[src/design/hcdr_pkg.sv]
// ----------------------------------------------------------------------------
// hcdr_pkg
// Shared types, constants and commutation tables for the hall commutation
// and duty ramp block.
// ----------------------------------------------------------------------------
package hcdr_pkg;

  localparam int DUTY_OUT_W  = 12;
  localparam int TARGET_W    = 12;
  localparam int SPEED_W     = 16;
  localparam int COMP_W      = 12;
  localparam int RATIO_W     = 16;
  localparam int CFG_DATA_W  = 16;
  localparam int CFG_INDEX_W = 3;
  localparam int CNT_W       = 9;

  localparam int RESTRICT_STEP = 3;

  typedef logic [2:0] hall_t;
  typedef logic [1:0] phase_t;
  typedef logic [5:0] gates_t;
  typedef logic [CFG_INDEX_W-1:0] cfg_index_t;

  localparam phase_t PHASE_A    = 2'd0;
  localparam phase_t PHASE_B    = 2'd1;
  localparam phase_t PHASE_C    = 2'd2;
  localparam phase_t PHASE_NONE = 2'd3;

  localparam hall_t HALL_ALL_LOW  = 3'd0;
  localparam hall_t HALL_ALL_HIGH = 3'd7;

  localparam cfg_index_t REG_ADD_INTERVAL = 3'd0;
  localparam cfg_index_t REG_SUB_INTERVAL = 3'd1;
  localparam cfg_index_t REG_DUTY_UPPER   = 3'd2;
  localparam cfg_index_t REG_DUTY_LOWER   = 3'd3;
  localparam cfg_index_t REG_SPEED_GAIN   = 3'd4;
  localparam cfg_index_t REG_DUTY_OFFSET  = 3'd5;
  localparam cfg_index_t REG_BUS_RATIO    = 3'd6;

  localparam logic [7:0]         ADD_INTERVAL_RST = 8'd12;
  localparam logic [7:0]         SUB_INTERVAL_RST = 8'd12;
  localparam logic [11:0]        DUTY_UPPER_RST   = 12'd1250;
  localparam logic [11:0]        DUTY_LOWER_RST   = 12'd0;
  localparam logic [15:0]        SPEED_GAIN_RST   = 16'd0;
  localparam logic signed [12:0] DUTY_OFFSET_RST  = 13'sd0;
  localparam logic [15:0]        BUS_RATIO_RST    = 16'd26018;

  // high side phase, low side phase and legal predecessor per hall code
  localparam phase_t HI_OF [8] = '{2'd3, 2'd1, 2'd0, 2'd0, 2'd2, 2'd1, 2'd2, 2'd3};
  localparam phase_t LO_OF [8] = '{2'd3, 2'd2, 2'd1, 2'd2, 2'd0, 2'd0, 2'd1, 2'd3};
  localparam hall_t PRED_OF [8] = '{3'd0, 3'd3, 3'd6, 3'd2, 3'd5, 3'd1, 3'd4, 3'd0};

  typedef struct packed {
    logic [7:0]         add_interval;
    logic [7:0]         sub_interval;
    logic [11:0]        duty_upper;
    logic [11:0]        duty_lower;
    logic [15:0]        speed_gain;
    logic signed [12:0] duty_offset;
    logic [15:0]        bus_ratio;
  } cfg_t;

  typedef struct packed {
    logic [TARGET_W-1:0]       target;
    logic signed [SPEED_W-1:0] speed;
    logic                      restrict_on;
    logic signed [COMP_W-1:0]  comp;
  } ramp_req_t;

  typedef struct packed {
    logic busy;
    logic done;
  } ramp_stat_t;

  function automatic gates_t gate_pattern(phase_t hp, phase_t lp);
    gates_t g;
    g = '0;
    case (hp)
      PHASE_A: g[5] = 1'b1;
      PHASE_B: g[3] = 1'b1;
      PHASE_C: g[1] = 1'b1;
      default: ;
    endcase
    case (lp)
      PHASE_A: g[4] = 1'b1;
      PHASE_B: g[2] = 1'b1;
      PHASE_C: g[0] = 1'b1;
      default: ;
    endcase
    return g;
  endfunction

endpackage

[src/design/hcdr_serial_mul.sv]
// ----------------------------------------------------------------------------
// hcdr_serial_mul
// Radix-4 serial multiplier: signed multiplicand times unsigned multiplier,
// two multiplier bits per cycle, product bits shifted out low end first.
// ----------------------------------------------------------------------------
module hcdr_serial_mul import hcdr_pkg::*; #(
  parameter int AW = 32,
  parameter int BW = 16
) (
  input  logic                 clk,
  input  logic                 rst,
  input  logic                 start,
  input  logic signed [AW-1:0] a,
  input  logic [BW-1:0]        b,
  output logic                 done,
  output logic signed [AW+BW-1:0] product
);

  localparam int STEPS = BW / 2;
  localparam int CW    = (STEPS > 1) ? $clog2(STEPS) : 1;
  localparam int HW    = AW + 3;

  logic           busy;
  logic [CW-1:0]  cnt;
  logic [AW-1:0]  a_q;
  logic [AW+1:0]  a3_q;
  logic [BW-1:0]  b_sh;
  logic [HW-1:0]  hi;
  logic [BW-1:0]  lo;
  logic [HW-1:0]  part;
  logic [HW-1:0]  acc;

  always_comb begin
    case (b_sh[1:0])
      2'd1:    part = {{3{a_q[AW-1]}}, a_q};
      2'd2:    part = {{2{a_q[AW-1]}}, a_q, 1'b0};
      2'd3:    part = {a3_q[AW+1], a3_q};
      default: part = '0;
    endcase
    acc = hi + part;
  end

  always_ff @(posedge clk) begin
    if (rst) begin
      busy <= 1'b0;
      done <= 1'b0;
      cnt  <= '0;
    end else begin
      done <= !start && busy && (cnt == '0);
      if (start) begin
        busy <= 1'b1;
        cnt  <= CW'(STEPS - 1);
      end else if (busy) begin
        if (cnt == '0) begin
          busy <= 1'b0;
        end else begin
          cnt <= cnt - CW'(1);
        end
      end
    end
  end

  always_ff @(posedge clk) begin
    if (start) begin
      a_q  <= a;
      a3_q <= {a[AW-1], a[AW-1], a} + {a[AW-1], a, 1'b0};
      b_sh <= b;
      hi   <= '0;
    end else if (busy) begin
      hi   <= {{2{acc[HW-1]}}, acc[HW-1:2]};
      lo   <= {acc[1:0], lo[BW-1:2]};
      b_sh <= {2'b00, b_sh[BW-1:2]};
    end
  end

  assign product = {hi[AW-1:0], lo};

endmodule

[src/design/hcdr_ramp.sv]
// ----------------------------------------------------------------------------
// hcdr_ramp
// Duty ramp sequencer: maximum-duty line through the shared serial
// multiplier (not in restrict mode), then restrict / step / clamp duty update.
// ----------------------------------------------------------------------------
module hcdr_ramp import hcdr_pkg::*; #(
  parameter int DUTY_WIDTH  = 12,
  parameter int SPEED_LIMIT = 6000
) (
  input  logic                  clk,
  input  logic                  rst,
  input  cfg_t                  cfg,
  input  logic                  start,
  input  ramp_req_t             req,
  output ramp_stat_t            stat,
  output logic [DUTY_WIDTH-1:0] duty
);

  localparam int DW   = DUTY_WIDTH;
  localparam int SW   = $clog2(SPEED_LIMIT + 1);
  localparam int SUMW = ((16 + SW > 26) ? 16 + SW : 26) + 2;
  localparam int PW   = SUMW + RATIO_W;
  localparam int LW   = PW - 27;
  localparam int CW   = ((LW > DW) ? LW : DW) + 1;
  localparam int NW   = ((DW > TARGET_W) ? DW : TARGET_W) + 2;

  typedef enum logic [1:0] {R_IDLE, R_MUL1, R_MUL2, R_APPLY} rstate_t;

  rstate_t                   rstate;
  logic                      done;
  logic                      mul_start;
  logic                      mul_sel;
  logic                      mul_done;
  logic signed [SUMW-1:0]    mul_a;
  logic [RATIO_W-1:0]        mul_b;
  logic signed [PW-1:0]      prod;
  logic signed [SUMW-1:0]    sum;
  logic [13:0]               off_sum;

  logic [TARGET_W-1:0]       target_q;
  logic                      restrict_q;
  logic signed [COMP_W-1:0]  comp_q;
  logic [SW-1:0]             speed_q;
  logic                      ge_q;
  logic [CNT_W-1:0]          up_count;
  logic [CNT_W-1:0]          down_count;

  logic [SW-1:0]             speed_clamp;
  logic [LW-1:0]             lim;
  logic signed [CW-1:0]      lim_x;
  logic signed [CW-1:0]      last_x;
  logic                      ge_c;

  logic signed [NW-1:0]      last_n;
  logic signed [NW-1:0]      last_m3;
  logic signed [NW-1:0]      tgt_n;
  logic signed [NW-1:0]      upper_n;
  logic signed [NW-1:0]      lower_n;
  logic signed [NW-1:0]      dmax_n;
  logic signed [NW-1:0]      nxt;
  logic signed [NW-1:0]      clamped;
  logic [DW-1:0]             duty_next;
  logic [CNT_W-1:0]          up_inc;
  logic [CNT_W-1:0]          down_inc;
  logic [CNT_W-1:0]          up_next;
  logic [CNT_W-1:0]          down_next;

  always_comb begin
    if (req.speed[SPEED_W-1]) begin
      speed_clamp = '0;
    end else if (req.speed[SPEED_W-2:0] > 15'(SPEED_LIMIT)) begin
      speed_clamp = SW'(SPEED_LIMIT);
    end else begin
      speed_clamp = SW'(req.speed[SPEED_W-2:0]);
    end
  end

  // gain*speed + (offset + comp) * 4096, then times bus ratio
  assign off_sum = {cfg.duty_offset[12], cfg.duty_offset} + {{2{comp_q[11]}}, comp_q};
  assign sum     = prod[SUMW-1:0] + {{(SUMW-26){off_sum[13]}}, off_sum, 12'd0};
  assign mul_a   = mul_sel ? sum : {{(SUMW-SW){1'b0}}, speed_q};
  assign mul_b   = mul_sel ? cfg.bus_ratio : cfg.speed_gain;

  hcdr_serial_mul #(
    .AW (SUMW),
    .BW (RATIO_W)
  ) u_mul (
    .clk     (clk),
    .rst     (rst),
    .start   (mul_start),
    .a       (mul_a),
    .b       (mul_b),
    .done    (mul_done),
    .product (prod)
  );

  // floor of the Q.27 product; negative line is below any duty anyway
  assign lim     = prod[PW-1:27];
  assign lim_x   = {{(CW-LW){lim[LW-1]}}, lim};
  assign last_x  = {{(CW-DW){1'b0}}, duty};

  assign last_n  = {{(NW-DW){1'b0}}, duty};
  assign last_m3 = last_n - NW'(RESTRICT_STEP);
  assign tgt_n   = {{(NW-TARGET_W){1'b0}}, target_q};
  assign upper_n = {{(NW-12){1'b0}}, cfg.duty_upper};
  assign lower_n = {{(NW-12){1'b0}}, cfg.duty_lower};
  assign dmax_n  = {{(NW-DW){1'b0}}, {DW{1'b1}}};
  assign ge_c    = (last_n >= tgt_n) || (lim_x <= last_x);

  always_comb begin
    up_inc    = up_count + CNT_W'(1);
    down_inc  = down_count + CNT_W'(1);
    up_next   = up_count;
    down_next = down_count;
    nxt       = last_n;
    if (restrict_q) begin
      nxt = (tgt_n > last_m3) ? last_m3 : tgt_n;
    end else if (ge_q) begin
      if (down_inc > {1'b0, cfg.sub_interval}) begin
        down_next = '0;
        nxt       = last_n - NW'(1);
      end else begin
        down_next = down_inc;
      end
    end else begin
      if (up_inc > {1'b0, cfg.add_interval}) begin
        up_next = '0;
        nxt     = last_n + NW'(1);
      end else begin
        up_next = up_inc;
      end
    end
    if (nxt > upper_n) begin
      clamped = upper_n;
    end else if (nxt < lower_n) begin
      clamped = lower_n;
    end else begin
      clamped = nxt;
    end
    if (clamped[NW-1]) begin
      duty_next = '0;
    end else if (clamped > dmax_n) begin
      duty_next = {DW{1'b1}};
    end else begin
      duty_next = clamped[DW-1:0];
    end
  end

  always_ff @(posedge clk) begin
    if (rst) begin
      rstate     <= R_IDLE;
      done       <= 1'b0;
      mul_start  <= 1'b0;
      mul_sel    <= 1'b0;
      duty       <= '0;
      up_count   <= '0;
      down_count <= '0;
    end else begin
      done      <= (rstate == R_APPLY);
      mul_start <= ((rstate == R_IDLE) && start && !req.restrict_on) ||
                   ((rstate == R_MUL1) && mul_done);
      unique case (rstate)
        R_IDLE: begin
          if (start) begin
            target_q   <= req.target;
            restrict_q <= req.restrict_on;
            comp_q     <= req.comp;
            speed_q    <= speed_clamp;
            mul_sel    <= 1'b0;
            if (req.restrict_on) begin
              rstate <= R_APPLY;
            end else begin
              rstate <= R_MUL1;
            end
          end
        end
        R_MUL1: begin
          if (mul_done) begin
            mul_sel <= 1'b1;
            rstate  <= R_MUL2;
          end
        end
        R_MUL2: begin
          if (mul_done) begin
            ge_q   <= ge_c;
            rstate <= R_APPLY;
          end
        end
        R_APPLY: begin
          duty       <= duty_next;
          up_count   <= up_next;
          down_count <= down_next;
          rstate     <= R_IDLE;
        end
        default: rstate <= R_IDLE;
      endcase
    end
  end

  assign stat.busy = (rstate != R_IDLE);
  assign stat.done = done;

endmodule

[src/design/hall_commutation_duty_ramp.sv]
// When running, a result waits on two 8-step radix-4 multiplies on the
// shared serial multiplier; restrict mode skips both, and with run off the
// ramp is not started. A new request is taken the cycle after the result is
// loaded; in_stall holds off requests until then.
// Reset (synchronous) clears the hall position, duty, ramp counters and
// handshake state, and loads the register defaults.
// ----------------------------------------------------------------------------
// hall_commutation_duty_ramp
// Six-step hall commutation with a speed-limited duty ramp, one request per
// PWM period.
// ----------------------------------------------------------------------------
module hall_commutation_duty_ramp import hcdr_pkg::*; #(
  parameter int DUTY_WIDTH  = 12,
  parameter int SPEED_LIMIT = 6000
) (
  input  logic                      clk,
  input  logic                      rst,

  input  logic                      cfg_write,
  input  logic [CFG_INDEX_W-1:0]    cfg_index,
  input  logic [CFG_DATA_W-1:0]     cfg_data,

  input  logic                      in_valid,
  output logic                      in_stall,
  input  logic [2:0]                hall_bits,
  input  logic [TARGET_W-1:0]       target_duty,
  input  logic signed [SPEED_W-1:0] motor_speed,
  input  logic                      restrict_mode,
  input  logic signed [COMP_W-1:0]  current_comp,
  input  logic                      run_enable,

  output logic                      out_valid,
  input  logic                      out_stall,
  output logic [5:0]                gate_mask,
  output logic [1:0]                high_phase,
  output logic [1:0]                low_phase,
  output logic [DUTY_OUT_W-1:0]     duty_out,
  output logic                      hall_error,
  output logic                      sequence_error,
  output logic [2:0]                hall_position
);

  typedef enum logic [1:0] {ST_IDLE, ST_BUSY, ST_DONE} state_t;

  state_t                state;
  cfg_t                  cfg;
  hall_t                 hall_now;
  logic                  ramp_start;
  ramp_req_t             ramp_req;
  ramp_stat_t            ramp_stat;
  logic [DUTY_WIDTH-1:0] ramp_duty;

  gates_t                p_gates;
  phase_t                p_hp;
  phase_t                p_lp;
  logic                  p_herr;
  logic                  p_serr;
  hall_t                 p_pos;

  logic                  hall_err_c;
  logic                  seq_ok_c;
  logic                  seq_err_c;
  phase_t                hp_c;
  phase_t                lp_c;
  gates_t                gates_c;

  always_ff @(posedge clk) begin
    if (rst) begin
      cfg.add_interval <= ADD_INTERVAL_RST;
      cfg.sub_interval <= SUB_INTERVAL_RST;
      cfg.duty_upper   <= DUTY_UPPER_RST;
      cfg.duty_lower   <= DUTY_LOWER_RST;
      cfg.speed_gain   <= SPEED_GAIN_RST;
      cfg.duty_offset  <= DUTY_OFFSET_RST;
      cfg.bus_ratio    <= BUS_RATIO_RST;
    end else if (cfg_write) begin
      unique case (cfg_index)
        REG_ADD_INTERVAL: cfg.add_interval <= cfg_data[7:0];
        REG_SUB_INTERVAL: cfg.sub_interval <= cfg_data[7:0];
        REG_DUTY_UPPER:   cfg.duty_upper   <= cfg_data[11:0];
        REG_DUTY_LOWER:   cfg.duty_lower   <= cfg_data[11:0];
        REG_SPEED_GAIN:   cfg.speed_gain   <= cfg_data;
        REG_DUTY_OFFSET:  cfg.duty_offset  <= $signed(cfg_data[12:0]);
        REG_BUS_RATIO:    cfg.bus_ratio    <= cfg_data;
        default: ;
      endcase
    end
  end

  // commutation from the incoming code against the stored position
  always_comb begin
    hall_err_c = (hall_bits == HALL_ALL_LOW) || (hall_bits == HALL_ALL_HIGH);
    seq_ok_c   = (hall_now == hall_bits) || (hall_now == PRED_OF[hall_bits]);
    hp_c       = PHASE_NONE;
    lp_c       = PHASE_NONE;
    gates_c    = '0;
    seq_err_c  = 1'b0;
    if (run_enable && !hall_err_c) begin
      if (seq_ok_c) begin
        hp_c    = HI_OF[hall_bits];
        lp_c    = LO_OF[hall_bits];
        gates_c = gate_pattern(HI_OF[hall_bits], LO_OF[hall_bits]);
      end else begin
        seq_err_c = 1'b1;
      end
    end
  end

  assign in_stall = (state != ST_IDLE);

  always_ff @(posedge clk) begin
    if (rst) begin
      state      <= ST_IDLE;
      out_valid  <= 1'b0;
      ramp_start <= 1'b0;
      hall_now   <= '0;
    end else begin
      ramp_start <= (state == ST_IDLE) && in_valid && run_enable;
      if ((state == ST_DONE) && (!out_valid || !out_stall)) begin
        out_valid <= 1'b1;
      end else if (out_valid && !out_stall) begin
        out_valid <= 1'b0;
      end
      unique case (state)
        ST_IDLE: begin
          if (in_valid) begin
            hall_now             <= hall_bits;
            p_gates              <= gates_c;
            p_hp                 <= hp_c;
            p_lp                 <= lp_c;
            p_herr               <= hall_err_c;
            p_serr               <= seq_err_c;
            p_pos                <= hall_bits;
            ramp_req.target      <= target_duty;
            ramp_req.speed       <= motor_speed;
            ramp_req.restrict_on <= restrict_mode;
            ramp_req.comp        <= current_comp;
            if (run_enable) begin
              state <= ST_BUSY;
            end else begin
              state <= ST_DONE;
            end
          end
        end
        ST_BUSY: begin
          if (ramp_stat.done) begin
            state <= ST_DONE;
          end
        end
        ST_DONE: begin
          if (!out_valid || !out_stall) begin
            gate_mask      <= p_gates;
            high_phase     <= p_hp;
            low_phase      <= p_lp;
            duty_out       <= DUTY_OUT_W'(ramp_duty);
            hall_error     <= p_herr;
            sequence_error <= p_serr;
            hall_position  <= p_pos;
            state          <= ST_IDLE;
          end
        end
        default: state <= ST_IDLE;
      endcase
    end
  end

  hcdr_ramp #(
    .DUTY_WIDTH  (DUTY_WIDTH),
    .SPEED_LIMIT (SPEED_LIMIT)
  ) u_ramp (
    .clk   (clk),
    .rst   (rst),
    .cfg   (cfg),
    .start (ramp_start),
    .req   (ramp_req),
    .stat  (ramp_stat),
    .duty  (ramp_duty)
  );

`ifndef ASSERT_OFF
  a_idle_ramp_quiet: assert property (@(posedge clk) disable iff (rst)
    !in_stall |-> !ramp_stat.busy)
    else $error("ramp busy while taking requests");

  a_done_when_waiting: assert property (@(posedge clk) disable iff (rst)
    ramp_stat.done |-> (state == ST_BUSY))
    else $error("ramp finished with no request outstanding");

  a_start_takes: assert property (@(posedge clk) disable iff (rst)
    ramp_start |=> ramp_stat.busy)
    else $error("ramp ignored start");

  a_two_gates: assert property (@(posedge clk) disable iff (rst)
    (out_valid && (gate_mask != '0)) |->
      (($countones(gate_mask) == 2) && (high_phase != PHASE_NONE)))
    else $error("gate pattern not one high and one low switch");

  a_error_off: assert property (@(posedge clk) disable iff (rst)
    (out_valid && (hall_error || sequence_error)) |-> (gate_mask == '0))
    else $error("gates on during hall fault");
`endif

endmodule
[config.mk]
export PLATFORM = sky130hd
export DESIGN_NAME = hall_commutation_duty_ramp
export DESIGN_NICKNAME = d
export VERILOG_FILES = /design/src/design/hcdr_pkg.sv /design/src/design/hcdr_serial_mul.sv /design/src/design/hcdr_ramp.sv /design/src/design/hall_commutation_duty_ramp.sv
export SDC_FILE = /design/constraint.sdc
export NUM_CORES = 1
export LEC_CHECK = 0
export ABC_AREA = 1
export BUFFER_PORTS_ARGS = -buffer_cell sky130_fd_sc_hd__buf_2
export CAP_MARGIN = 5
export CORE_MARGIN = 4
export CORE_UTILIZATION = 40
export DETAILED_ROUTE_END_ITERATION = 12
export PLACE_DENSITY = 0.66
export RECOVER_POWER = 50
export SYNTH_ARGS = -nofsm -noshare
export SYNTH_HDL_FRONTEND = slang
export SYNTH_HIERARCHICAL = 1
export SYNTH_SLANG_ARGS = --single-unit
[constraint.sdc]
create_clock -name clk -period 6.9 [get_ports clk]
set_clock_uncertainty 0.15 [all_clocks]
set_input_delay 0.345 -clock clk [delete_from_list [all_inputs] [get_ports clk]]
set_output_delay 0.345 -clock clk [all_outputs]
set_load 0.03 [all_outputs]
# Word level (Yosys, flattened, before mapping)

Memories as Yosys holds them, arrays and structs flattened.
Index checks and enable logic that the tools add are counted.

Register bits: 382
Memories kept: 3
ROM bits: 56
Word-level logic and storage cells: 208
Output and inout port bits: 29

Memories:

| name            | depth | bits a word | read ports | clocked after Yosys merged registers in | wr ports | RTL line                          | text |
|---|---|---|---|---|---|---|---|
| (no name shown) | 8     | 3           | 1          | 0                                       | 0        | hall_commutation_duty_ramp.sv:93  | `seq_ok_c = (hall_now == hall_bits) \|\| (hall_now == PRED_OF[hall_bits]);` |
| (no name shown) | 8     | 2           | 1          | 0                                       | 0        | hall_commutation_duty_ramp.sv:102 | `gates_c = gate_pattern(HI_OF[hall_bits], LO_OF[hall_bits]);` |
| (no name shown) | 8     | 2           | 1          | 0                                       | 0        | hall_commutation_duty_ramp.sv:102 |  |

Add/subtract/negate cells: 10
Mux-type cells: 51
Reductions and logical operators: 52
Bitwise gates (word level): 5
$lt $le $gt $ge: 10
Eq/ne operators: 28

Operators by type and width:

| cell                                                             | number |
|---|---|
| case mux 34 bit (3 select lines)                                 | 1 |
| two-way mux 14 bit                                               | 7 |
| two-way mux 16 bit                                               | 3 |
| adder 34 bit                                                     | 1 |
| adder 31 x 32 -> 33 bit                                          | 1 |
| adder 31 bit                                                     | 1 |
| two-way mux 31 bit                                               | 1 |
| AND reduction 3 bit                                              | 9 |
| two-way mux 12 bit                                               | 2 |
| two-way mux 2 bit                                                | 12 |
| AND reduction 2 bit                                              | 11 |
| <= comparator 20 x 13 -> 1 bit                                   | 1 |
| adder 9 x 1 -> 9 bit (second input constant)                     | 2 |
| greater-than comparator 9 x 8 -> 1 bit                           | 2 |
| two-way mux 9 bit                                                | 2 |
| greater-than comparator 15 x 13 -> 1 bit (second input constant) | 1 |
| two-way mux 3 bit                                                | 5 |
| adder 13 x 12 -> 14 bit                                          | 1 |
| equality test 2 bit (second input constant)                      | 7 |
| greater-than comparator 13 x 14 -> 1 bit                         | 1 |
| greater-than comparator 14 x 13 -> 1 bit                         | 1 |
| greater-than comparator 14 x 13 -> 1 bit (second input constant) | 1 |
| < comparator 14 x 13 -> 1 bit                                    | 1 |
| two-way mux 1 bit                                                | 14 |
| other kinds (26)                                                 | 68 |

# Longest topological paths before layout

Gate-level depths: netlist of the first run.

Depth after elaboration: 11
Depth in mapped cells: 39
Depth with buffers taken out: 38

# Cells and area by module

The synthesis of the first run kept the hierarchy.

Modules (own cells, without submodules):

| module                     | area each (µm²) | cells each | instances | sequential area each (µm²) |
|---|---|---|---|---|
| hcdr_serial_mul            | 9091.2          | 1210       | 1         | 3563.4 |
| hcdr_ramp                  | 8592.0          | 1310       | 1         | 1871.8 |
| hall_commutation_duty_ramp | 5967.0          | 545        | 1         | 4334.2 |

# Worst setup path before layout of the first run

OpenSTA, ideal clock, no wires.

Path kind: reg2reg
Start: register u_ramp.duty[0]
End: register u_ramp.duty[5]
Setup slack: 1.933 ns
Buffers on the path: 3
Data arrival time: 4.748 ns
Stages on the path, launching flop included: 32
Data required time: 6.681 ns
Path through: dfxtp_1 clkbuf_1 nand2_1 inv_1 nor2_1 inv_1 nor2_1 nand4_1 xor2_1 inv_1 ha_1 nand4_1 or3_1 nand2_1 nand2_2 buf_4 nand2_1 nand3_1 and2_1 ha_1 a21oi_1 nor2_1 a211oi_1 o211ai_1 a21oi_1 ha_1 inv_1 clkbuf_1 nand3b_1 nand3_1 nand2_1 a21oi_2

Word-level cells in the longest chain between the ends: 10
Elaborated cells on any way between the ends: 16

RTL lines:

| item                                                             | RTL line                           | text |
|---|---|---|
| start, declared                                                  | hcdr_ramp.sv:16                    | `output logic [DUTY_WIDTH-1:0] duty` |
| start signal, assigned                                           | hcdr_ramp.sv:190                   | `duty <= duty_next;` |
| subtractor 12 x 2 -> 13 bit (tied with other cells)              | hcdr_ramp.sv:103                   | `assign last_m3 = last_n - NW'(RESTRICT_STEP);` |
| greater-than comparator 13 x 14 -> 1 bit (tied with other cells) | hcdr_ramp.sv:117                   | `nxt = (tgt_n > last_m3) ? last_m3 : tgt_n;` |
| two-way mux 14 bit (on tied branches)                            | hcdr_ramp.sv:117, hcdr_ramp.sv:118 |  |
| two-way mux 14 bit *                                             | hcdr_ramp.sv:116                   | `if (restrict_q) begin` |
| < comparator 14 x 13 -> 1 bit                                    | hcdr_ramp.sv:135                   | `end else if (nxt < lower_n) begin` |
| two-way mux 14 bit                                               | hcdr_ramp.sv:135                   |  |
| two-way mux 14 bit *                                             | hcdr_ramp.sv:133                   | `if (nxt > upper_n) begin` |
| greater-than comparator 14 x 13 -> 1 bit                         | hcdr_ramp.sv:142                   | `end else if (clamped > dmax_n) begin` |
| two-way mux 12 bit                                               | hcdr_ramp.sv:142                   |  |
| two-way mux 12 bit *                                             | hcdr_ramp.sv:140                   | `if (clamped[NW-1]) begin` |

Every way passes the cells marked *; elsewhere a longest branch is shown, timed or not.
A chain may end at the register's enable or synchronous reset.

# Worst setup path after layout of the first run

Start: register u_ramp.duty[1]
End: register u_ramp.duty[1]

Same word-level chain as after synthesis.

==> impl_metrics.toml, run 1 <==
[finish]
layout-drive-gt1-share_pct = 7.47
final_util_pct = 45.8
finalNetCount = 3431
final.fill_count = 5776
register_area_um2 = 9770
final_cells = 3976
n_antenna_cell = 0
multiInputGateArea_um2 = 12000
area_delta_synth_final_pct = 12.5

[setup_path]
max_stage_delay_ns = 0.45
critical-path-slowest-cell = "inv_1"
arrival_ns = 6.24
start_kind = "flip-flop"
endpoint_kind = "flip-flop"
cp_max_fo = 20
cp.required_ns = 7.23
crit_type = "flip-flop to flip-flop"

[clock_network]
cts_tree = "yes"
clock-sinks = 380
path_clk_slew_ns = 0.06
postCtsSetupBuffers = 0
clk_path_buf_depth = 3
insertion_delay_ns = 0.59
cts-buffers-inserted = 42
htreeDepth = 2
cts_root_buffer = "clkbuf_16"
cts_resized = 0
hold_buffers = 60

[timing]
slew_headroom_pct = -142
fmax_ghz = 0.169
hold_viol = 0
hold_ws_ns = 0.0173
finalCriticalPeriod_ns = 5.91
tightest_slew_ns = 3.63
setup_viol_count_final = 0
setup_tns_ns = 0
slew_violations = 208
rsz0062_at_grt = "no"
post-route-period-util_pct = 85.6

[synthesis]
syn_avg_cell_area_um2 = 7.72
yosysWarnings = 6
ys_ff_latch = 380
synth.distinct_cells = 67
yosysSeqAreaShare_pct = 41.3
synthesis.area_um2 = 23700
syn_nets = 3319
synth_ff_type = "edfxtp_1"
async_flop_share_pct = 0
synth_edf_count = 216
netlist_instances = 3065

[grt]
grt-ovfl-total = 0
antenna_found_initial = 0
grt_util_all_layers_pct = 19.9
grt_pass1_wl_um = 102000
grt_max_degree = 83
grt_pass1_vias = 19100

[run_status]
status = "finished, violations left"
violations = "capacitance limit, slew limit"

[power]
clock_power_share_pct = 31.5
total_power_mw = 7.42
p_int_mw = 4.74
combPwrFrac_pct = 31.9
ir_worst_vdd_mv = 0.210
switching_share_pct = 36.1
net-switching-power_mw = 2.68
leakagePower_nw = 11.9
p_per_area_nw_per_um2 = 279
pwr-share-seq_pct = 36.5

[die]
die-area_um2 = 63100
fp-row-count = 88
die_height_um = 251
io_pins = 98
coreArea_um2 = 58100
initial_core_util_pct = 40.7
fp.dieW_um = 251

[detailed_routing]
drtAntennaViolNets = 0
first_pass_iters = 8
vias = 20200
via_per_inst = 5.07
wl_per_cell_um = 16.2
finalWirelength_um = 64300
remaining_drc_errors = 0
drtIter0Drc = 1655

[place]
finalWeightedCongestion = 0.956
portBuffers = 97
post-dp-hpwl_um = 48000
placedCellCount = 3838

[job]
cap_violations = 4

[worst_hold_path]
hold_path.class = "primary input to flip-flop"
power groups by stage:
stage | registers (mW) | clock network (mW) | logic, mW
finish | 2.71 | 2.34 | 2.37
floorplan | 2.69 | 0 | 1.87
global placement | 2.76 | 0 | 2.31
global route | 2.73 | 2.48 | 2.69
detailed placement | 2.76 | 0 | 2.30
CTS | 2.71 | 2.39 | 2.34
critical path: cells and delay by family, from the launching register on:
kind	cells	cell delay (ns)
adder cells (fa/ha/maj)	3	0.92
AND/OR/NAND/NOR	15	2.78
XOR/XNOR	1	0.21
buffers and inverters	4	0.66
AO/OA/AOI/OAI	5	0.68
flip-flops	1	0.42
synth_stat cells (7+ instances only):
master	number	share of area, %
ha_1	181	9.6
buf_2	15	0.32
edfxtp_1	216	27
o21ai_1	7	0.15
o21ai_0	169	3.6
a21o_1	11	0.35
nand2_1	862	14
clkbuf_1	43	0.68
nand4_1	27	0.71
o221ai_1	13	0.48
a21oi_1	196	4.1
nand3_2	9	0.38
buf_4	37	1.2
inv_1	317	5.0
nor2_2	17	0.45
dfxtp_1	164	14
nand3_1	163	3.4
a21oi_2	13	0.48
nand2_2	25	0.66
o21bai_1	12	0.38
clkinv_1	11	0.17
nor3_1	34	0.72
xnor2_1	13	0.48
xor2_1	57	2.1
inv_2	9	0.14
o211ai_1	15	0.48
and2_1	7	0.19
nor2_1	336	5.3
final cells by class:
cell class | instances | area share [%]
clock buffer | 51 | 4.35
clock inverter | 27 | 1.12
timing repair buffer | 169 | 4.21
inverter | 339 | 4.82
tap | 765 | 3.60
sequential | 380 | 36.7
multi-input combinational | 2245 | 45.2
stage by stage:
step	worst slack [ns]	instance area, µm²
after floorplan	1.93	23700
after global placement	1.18	24600
after detailed placement	1.09	24600
after CTS	1.05	26700
after global routing	0.341	26600
final	0.990	26600
layer usage:
metal | vias to the layer above | part of all wire (%) | global-route usage [%]
li1 | 10300 | - | -
met1 | 9182 | 47 | 27.9
met2 | 548 | 45 | 32.8
met3 | 95 | 5.4 | 2.30
met4 | 0 | 2.4 | 5.55
met5 | - | 0 | 0
logic make-up after synthesis:
logic type / share of synthesized area (%)
AND/OR/NAND/NOR: 26.8
adder cells (fa/ha/maj): 9.91
flip-flops: 41.3
AO/OA/AOI/OAI: 11.6
XOR/XNOR: 2.59
buffers and inverters: 7.81
worst paths after layout:
check	start	to	slack, ns	cells after the start
hold reg to reg	p_pos[0]	hall_position[0]	0.26	0
setup / recovery	u_ramp/duty[1]	u_ramp/duty[1]	0.99	28
hold / removal	cfg_data[6]	cfg[63]	0.02	3
setup reg to reg	u_ramp/duty[1]	u_ramp/duty[1]	0.99	28
registers in the layout (all words and copies together), names as in the netlist, 3 cells and up:
name / cells
cfg: 85
ramp_req: 41
u_ramp/u_mul/hi: 32
u_ramp/u_mul/a3_q: 31
u_ramp/u_mul/a_q: 31
u_ramp/u_mul/b_sh: 16
u_ramp/u_mul/lo: 16
u_ramp/speed_q: 13
duty_out: 12
u_ramp/comp_q: 12
u_ramp/duty: 12
u_ramp/target_q: 12
u_ramp/down_count: 9
u_ramp/up_count: 9
gate_mask: 6
p_gates: 6
hall_now: 3
hall_position: 3
p_pos: 3
u_ramp/u_mul/cnt: 3
cell usage in the layout (no fill, tap or decap), drive strengths merged, types with 2 or more instances in the layout:
cell,synthesis,routed
nor2,358,358
buf,57,71
clkinv,11,26
o31ai,3,3
o221ai,13,13
o21ai,181,181
nand3,172,172
o21a,4,4
inv,328,330
a311oi,2,2
xnor2,13,13
o2111ai,2,2
xor2,57,57
ha,181,181
and2,7,7
a21boi,7,7
or2,6,6
nor3,34,34
o21bai,13,13
nand3b,5,5
a31oi,5,5
bufinv,0,4
a211oi,5,5
a21o,13,13
dlygate4sd3,0,60
dfxtp,164,164
nor4,7,7
o211ai,15,15
clkbuf,44,89
edfxtp,216,216
nand4,28,28
and3,2,2
fa,4,4
a21oi,210,210
clkinvlp,0,6
nand2,890,890
No activity file was read; power rests on OpenSTA's default activity.
==> run 2, diff against run 1 <==
Settings changed: SLEW_MARGIN set to 0.
Clock period 6.9 ns to 5.6 ns, I/O delays scaled along.
==> impl_metrics.toml, run 2 (synthesis results as in run 1) <==
[run_status]
status = "finished, violations left"
violations = "capacitance limit, slew limit"

[finish]
area_delta_synth_final_pct = 13.3
finalNetCount = 3458
fin_area_um2 = 26800
n_antenna_cell = 0
largest_register_ffs = 85
top_register = "cfg"
most-common-layout-cells = "nand2_1, nor2_1, inv_1"
reg_top3 = "cfg (85), ramp_req (41), u_ramp/u_mul/hi (32)"
register_area_um2 = 9770
layout-drive-gt1-share_pct = 8.16
final.fill_count = 5775
layout_commonest_cell = "nand2_1"
multiInputGateArea_um2 = 12100

[clock_network]
insertion_delay_ns = 0.58
cts_root_buffer = "clkbuf_16"
clk_path_buf_depth = 3
clock-sinks = 380
cts-buffers-inserted = 43
htreeDepth = 2
cts_tree = "yes"
path_clk_slew_ns = 0.06

[place]
post-dp-hpwl_um = 48300
portBuffers = 97
dpl_cell_area_um2 = 24800
finalWeightedCongestion = 1.02

[worst_hold_path]
hold_path.class = "primary input to flip-flop"

[timing]
fmax_ghz = 0.195
post-route-period-util_pct = 91.7
hold_viol = 0
slew_headroom_pct = -149
slew_violations = 188
setup_viol_count_final = 0
tightest_slew_ns = 3.74
finalCriticalPeriod_ns = 5.14
hold_ws_ns = 0.0947

[grt]
grt_pass1_vias = 19300
antenna_found_initial = 0
grt-ovfl-total = 0
grt_util_all_layers_pct = 20.3
grt_pass1_wl_um = 104000
grt_max_degree = 69

[detailed_routing]
first_pass_iters = 6
via_per_inst = 5.07
finalWirelength_um = 65000
vias = 20300
drtAntennaViolNets = 0
remaining_drc_errors = 0
drtIter0Drc = 1588
wl_per_cell_um = 16.2

[die]
coreArea_um2 = 58100
initial_core_util_pct = 40.7
fp-row-count = 88
die_height_um = 251
io_pins = 98
die-area_um2 = 63100
fp.dieW_um = 251

[setup_path]
endpoint_kind = "flip-flop"
cp.required_ns = 5.77
start_kind = "flip-flop"
crit_type = "flip-flop to flip-flop"
arrival_ns = 5.30
critical-path-slowest-cell = "fa_1"
cp_common_cell = "nand2_1"
max_stage_delay_ns = 0.41
cp_max_fo = 5
crit_buf_inv = 0
critical-path-top-delay-family = "simple AND/OR/NAND/NOR gates"

[power]
leakagePower_nw = 12.0
p_per_area_nw_per_um2 = 342
ir_worst_vdd_mv = 0.265

[job]
cap_violations = 4
## run 2: changes by cell type in the layout (fill, tap and decap cells not counted), moves of 3 or more
cell           change
clkbuf_8           -3
buf_4             +18
dlygate4sd3_1      +3
inv_1              -3
nand2_4            +4
a21oi_2            +4
clkbuf_1          +11
nand2_2            -3
a21oi_1            -4
clkinvlp_4         -4
## run 2: final cells by class
cell class / count / share of cell area [%]
Clock buffer: 52 / 4.14
Clock inverter: 25 / 1.03
Inverter: 339 / 4.80
Multi-Input combinational cell: 2245 / 45.1
Sequential cell: 380 / 36.5
Tap cell: 765 / 3.57
Timing Repair Buffer: 195 / 4.87
## run 2: worst paths after layout
path / start / to / slack, ns / cells past startpoint
worst max register to register: u_ramp/comp_q[0] / u_ramp/u_mul/a3_q[29] / 0.46 / 26
worst max-delay path: u_ramp/comp_q[0] / u_ramp/u_mul/a3_q[29] / 0.46 / 26
worst min register to register: p_lp[1] / low_phase[1] / 0.27 / 0
worst min-delay path: cfg_index[2] / cfg[72] / 0.09 / 5
## run 2: metal layers
layer  up-vias  part of all wire [%]  global-route usage, %
li1      10400                     -                      -
met1      9240                    46                   28.1
met2       545                    46                   33.9
met3       107                   5.3                   2.35
met4         0                   2.5                   5.48
met5         -                     0                      0
## run 2: repair_timing
action                     CTS  global route
hold buffers                63             0
gates resized for setup      0            17
hold endpoints to repair   125             0
setup buffers                0             1
setup endpoints to repair    0            14
## run 2: power by group
group | internal [mW] | leakage (nW) | switching (mW)
clock | 1.65 | 0.682 | 1.18
sequential | 3.15 | 3.31 | 0.182
combinational | 1.08 | 8.03 | 1.92
## run 2: per-stage QoR
stage                     instances   TNS, ns  total power, mW  worst slack (ns)  utilization [%]
after floorplan                3065         0             5.62             0.633                -
after global placement         3860         0             6.26             0.299             42.7
after detailed placement       3860         0             6.25             0.276             42.7
after CTS                      4000         0             9.14             0.235             46.2
after global routing           4001  -0.00404             9.79          -0.00404             46.1
final                          4001         0             9.16             0.464             46.1
## run 2: worst register-to-register path, delay by kind of cell (launching register included)
family / cells / cell delay [ns]
flops: 1 / 0.37
simple gates: 14 / 1.50
fa+ha+maj: 4 / 1.21
compound gates: 7 / 1.39
xor+xnor: 1 / 0.25
==> run 3, diff against run 2 <==
Settings changed: CORE_UTILIZATION 40 to 55, GPL_ROUTABILITY_DRIVEN set to 0, PLACE_DENSITY 0.66 to 0.82.
==> impl_metrics.toml, run 3 (synthesis results as in run 1) <==
[setup_path]
cp_common_cell = "nor2_1"
cp_max_fo = 9
endpoint_kind = "flip-flop"
max_stage_delay_ns = 0.37
crit_start = "u_ramp/duty[1]"
rr_startpoint = "u_ramp/duty[1]"
crit_buf_inv = 6
arrival_ns = 5.73
crit_type = "flip-flop to flip-flop"
cp.required_ns = 5.94
start_kind = "flip-flop"
critical-path-slowest-cell = "dfxtp_2"
critical-path-top-delay-family = "simple AND/OR/NAND/NOR gates"

[clock_network]
clock-sinks = 380
cts-buffers-inserted = 41
clk_path_buf_depth = 3
postCtsSetupBuffers = 0
path_clk_slew_ns = 0.06
htreeDepth = 2
insertion_delay_ns = 0.58
cts_root_buffer = "clkbuf_16"
cts_tree = "yes"

[finish]
top_register = "cfg"
reg_top3 = "cfg (85), ramp_req (41), u_ramp/u_mul/hi (32)"
area_delta_synth_final_pct = 12.1
most-common-layout-cells = "nand2_1, nor2_1, inv_1"
layout_commonest_cell = "nand2_1"
finalNetCount = 3449
final_util_pct = 62.8
n_antenna_cell = 0
largest_register_ffs = 85
layout-drive-gt1-share_pct = 9.17

[power]
pwr-share-seq_pct = 36.0
combPwrFrac_pct = 33.5
leakagePower_nw = 12.1
switching_share_pct = 36.5
ir_worst_vdd_mv = 0.258
p_int_mw = 5.85
net-switching-power_mw = 3.37
p_per_area_nw_per_um2 = 348
clock_power_share_pct = 30.5

[detailed_routing]
drtAntennaViolNets = 0
finalWirelength_um = 65800
vias = 21800
wl_per_cell_um = 17.5
via_per_inst = 5.78
drtIter0Drc = 2628
remaining_drc_errors = 0
first_pass_iters = 8

[timing]
slew_violations = 0
setup_viol_count_final = 0
post-route-period-util_pct = 96.2
hold_viol = 0
fin_ws_ns = 0.214
finalCriticalPeriod_ns = 5.39
fmax_ghz = 0.186
slew_headroom_pct = 17.0
tightest_slew_ns = 1.24

[grt]
grt_pass1_vias = 21100
grt-ovfl-total = 0
grt_util_all_layers_pct = 27.6
grt_pass1_wl_um = 106000
grt_max_degree = 90
antenna_found_initial = 0

[place]
pre_cts_slack_ns = 0.157
portBuffers = 97
post-dp-hpwl_um = 46800

[die]
die-area_um2 = 46400
die_height_um = 215
io_pins = 98
initial_core_util_pct = 56.0
coreArea_um2 = 42200
fp-row-count = 75
fp.dieW_um = 215

[job]
cap_violations = 0

[worst_hold_path]
min_from = "cfg_data[4]"
hold_path.class = "primary input to flip-flop"

[run_status]
status = "finished, final reports clean"
==> run 3: cell types whose count changed in the layout (fill, tap and decap cells not counted), sizes merged <==
cell and delta:
clkinvlp +4, buf +26, inv -1, clkinv -2
clkbuf -34, bufinv -1, dlygate4sd3 -1
==> run 3: metrics by stage <==
stage               area [µm²]  total power, mW  std cells  hold WS (ns)  TNS [ns]
detailed placement       24500             6.25       3629         0.255         0
global placement         24500             6.12       3629         0.254         0
global route             26500             9.71       3766        0.0167   -0.0120
floorplan                23700             5.62       3065         0.199         0
finish                   26500             9.22       3766        0.0241         0
CTS                      26500             9.11       3766      0.000316         0
==> run 3: area by class of cell <==
class / count / area (µm²)
Clock buffer: 50 / 1120
Inverter: 339 / 1280
Tap cell: 539 / 674
Sequential cell: 380 / 9770
Fill cell: 3367 / 15700
Clock inverter: 25 / 272
Multi-Input combinational cell: 2245 / 12100
Timing Repair Buffer: 188 / 1300
==> run 3: layer usage <==
| metal | global-route usage (%) | wire (µm) |
|---|---|---|
| met1 | 34.9 | 25900 |
| met2 | 47.2 | 31000 |
| met3 | 4.46 | 5840 |
| met4 | 11.7 | 2980 |
| met5 | 0 | 0 |
==> run 3: timing repair <==
item                       CTS  global route
hold endpoints to repair   102             0
hold buffers                62             0
setup endpoints to repair    0            13
gates resized for setup      0            14
==> run 3: worst reg2reg max path: cells and delay by family (launching register included) <==
kind / cells / cell delay [ns]
simple gates: 16 / 2.15
fa+ha+maj: 3 / 0.91
buf+inv: 6 / 0.72
compound gates: 5 / 0.80
flops: 1 / 0.37
xor+xnor: 1 / 0.22
==> run 3: worst paths after layout <==
kind / to / slack [ns] / cells after the start
min reg2reg: u_ramp/comp_q[10] / 0.27 / 0
max: u_ramp/duty[1] / 0.21 / 31
max reg2reg: u_ramp/duty[1] / 0.21 / 31
min: cfg[61] / 0.02 / 3
==> run 3: power by group through the flow <==
stage / sequential, mW / combinational [mW] / clock, mW
floorplan: 3.31 / 2.30 / 0
global placement: 3.36 / 2.76 / 0
detailed placement: 3.37 / 2.87 / 0
CTS: 3.32 / 2.95 / 2.84
global route: 3.34 / 3.41 / 2.97
finish: 3.32 / 3.09 / 2.81
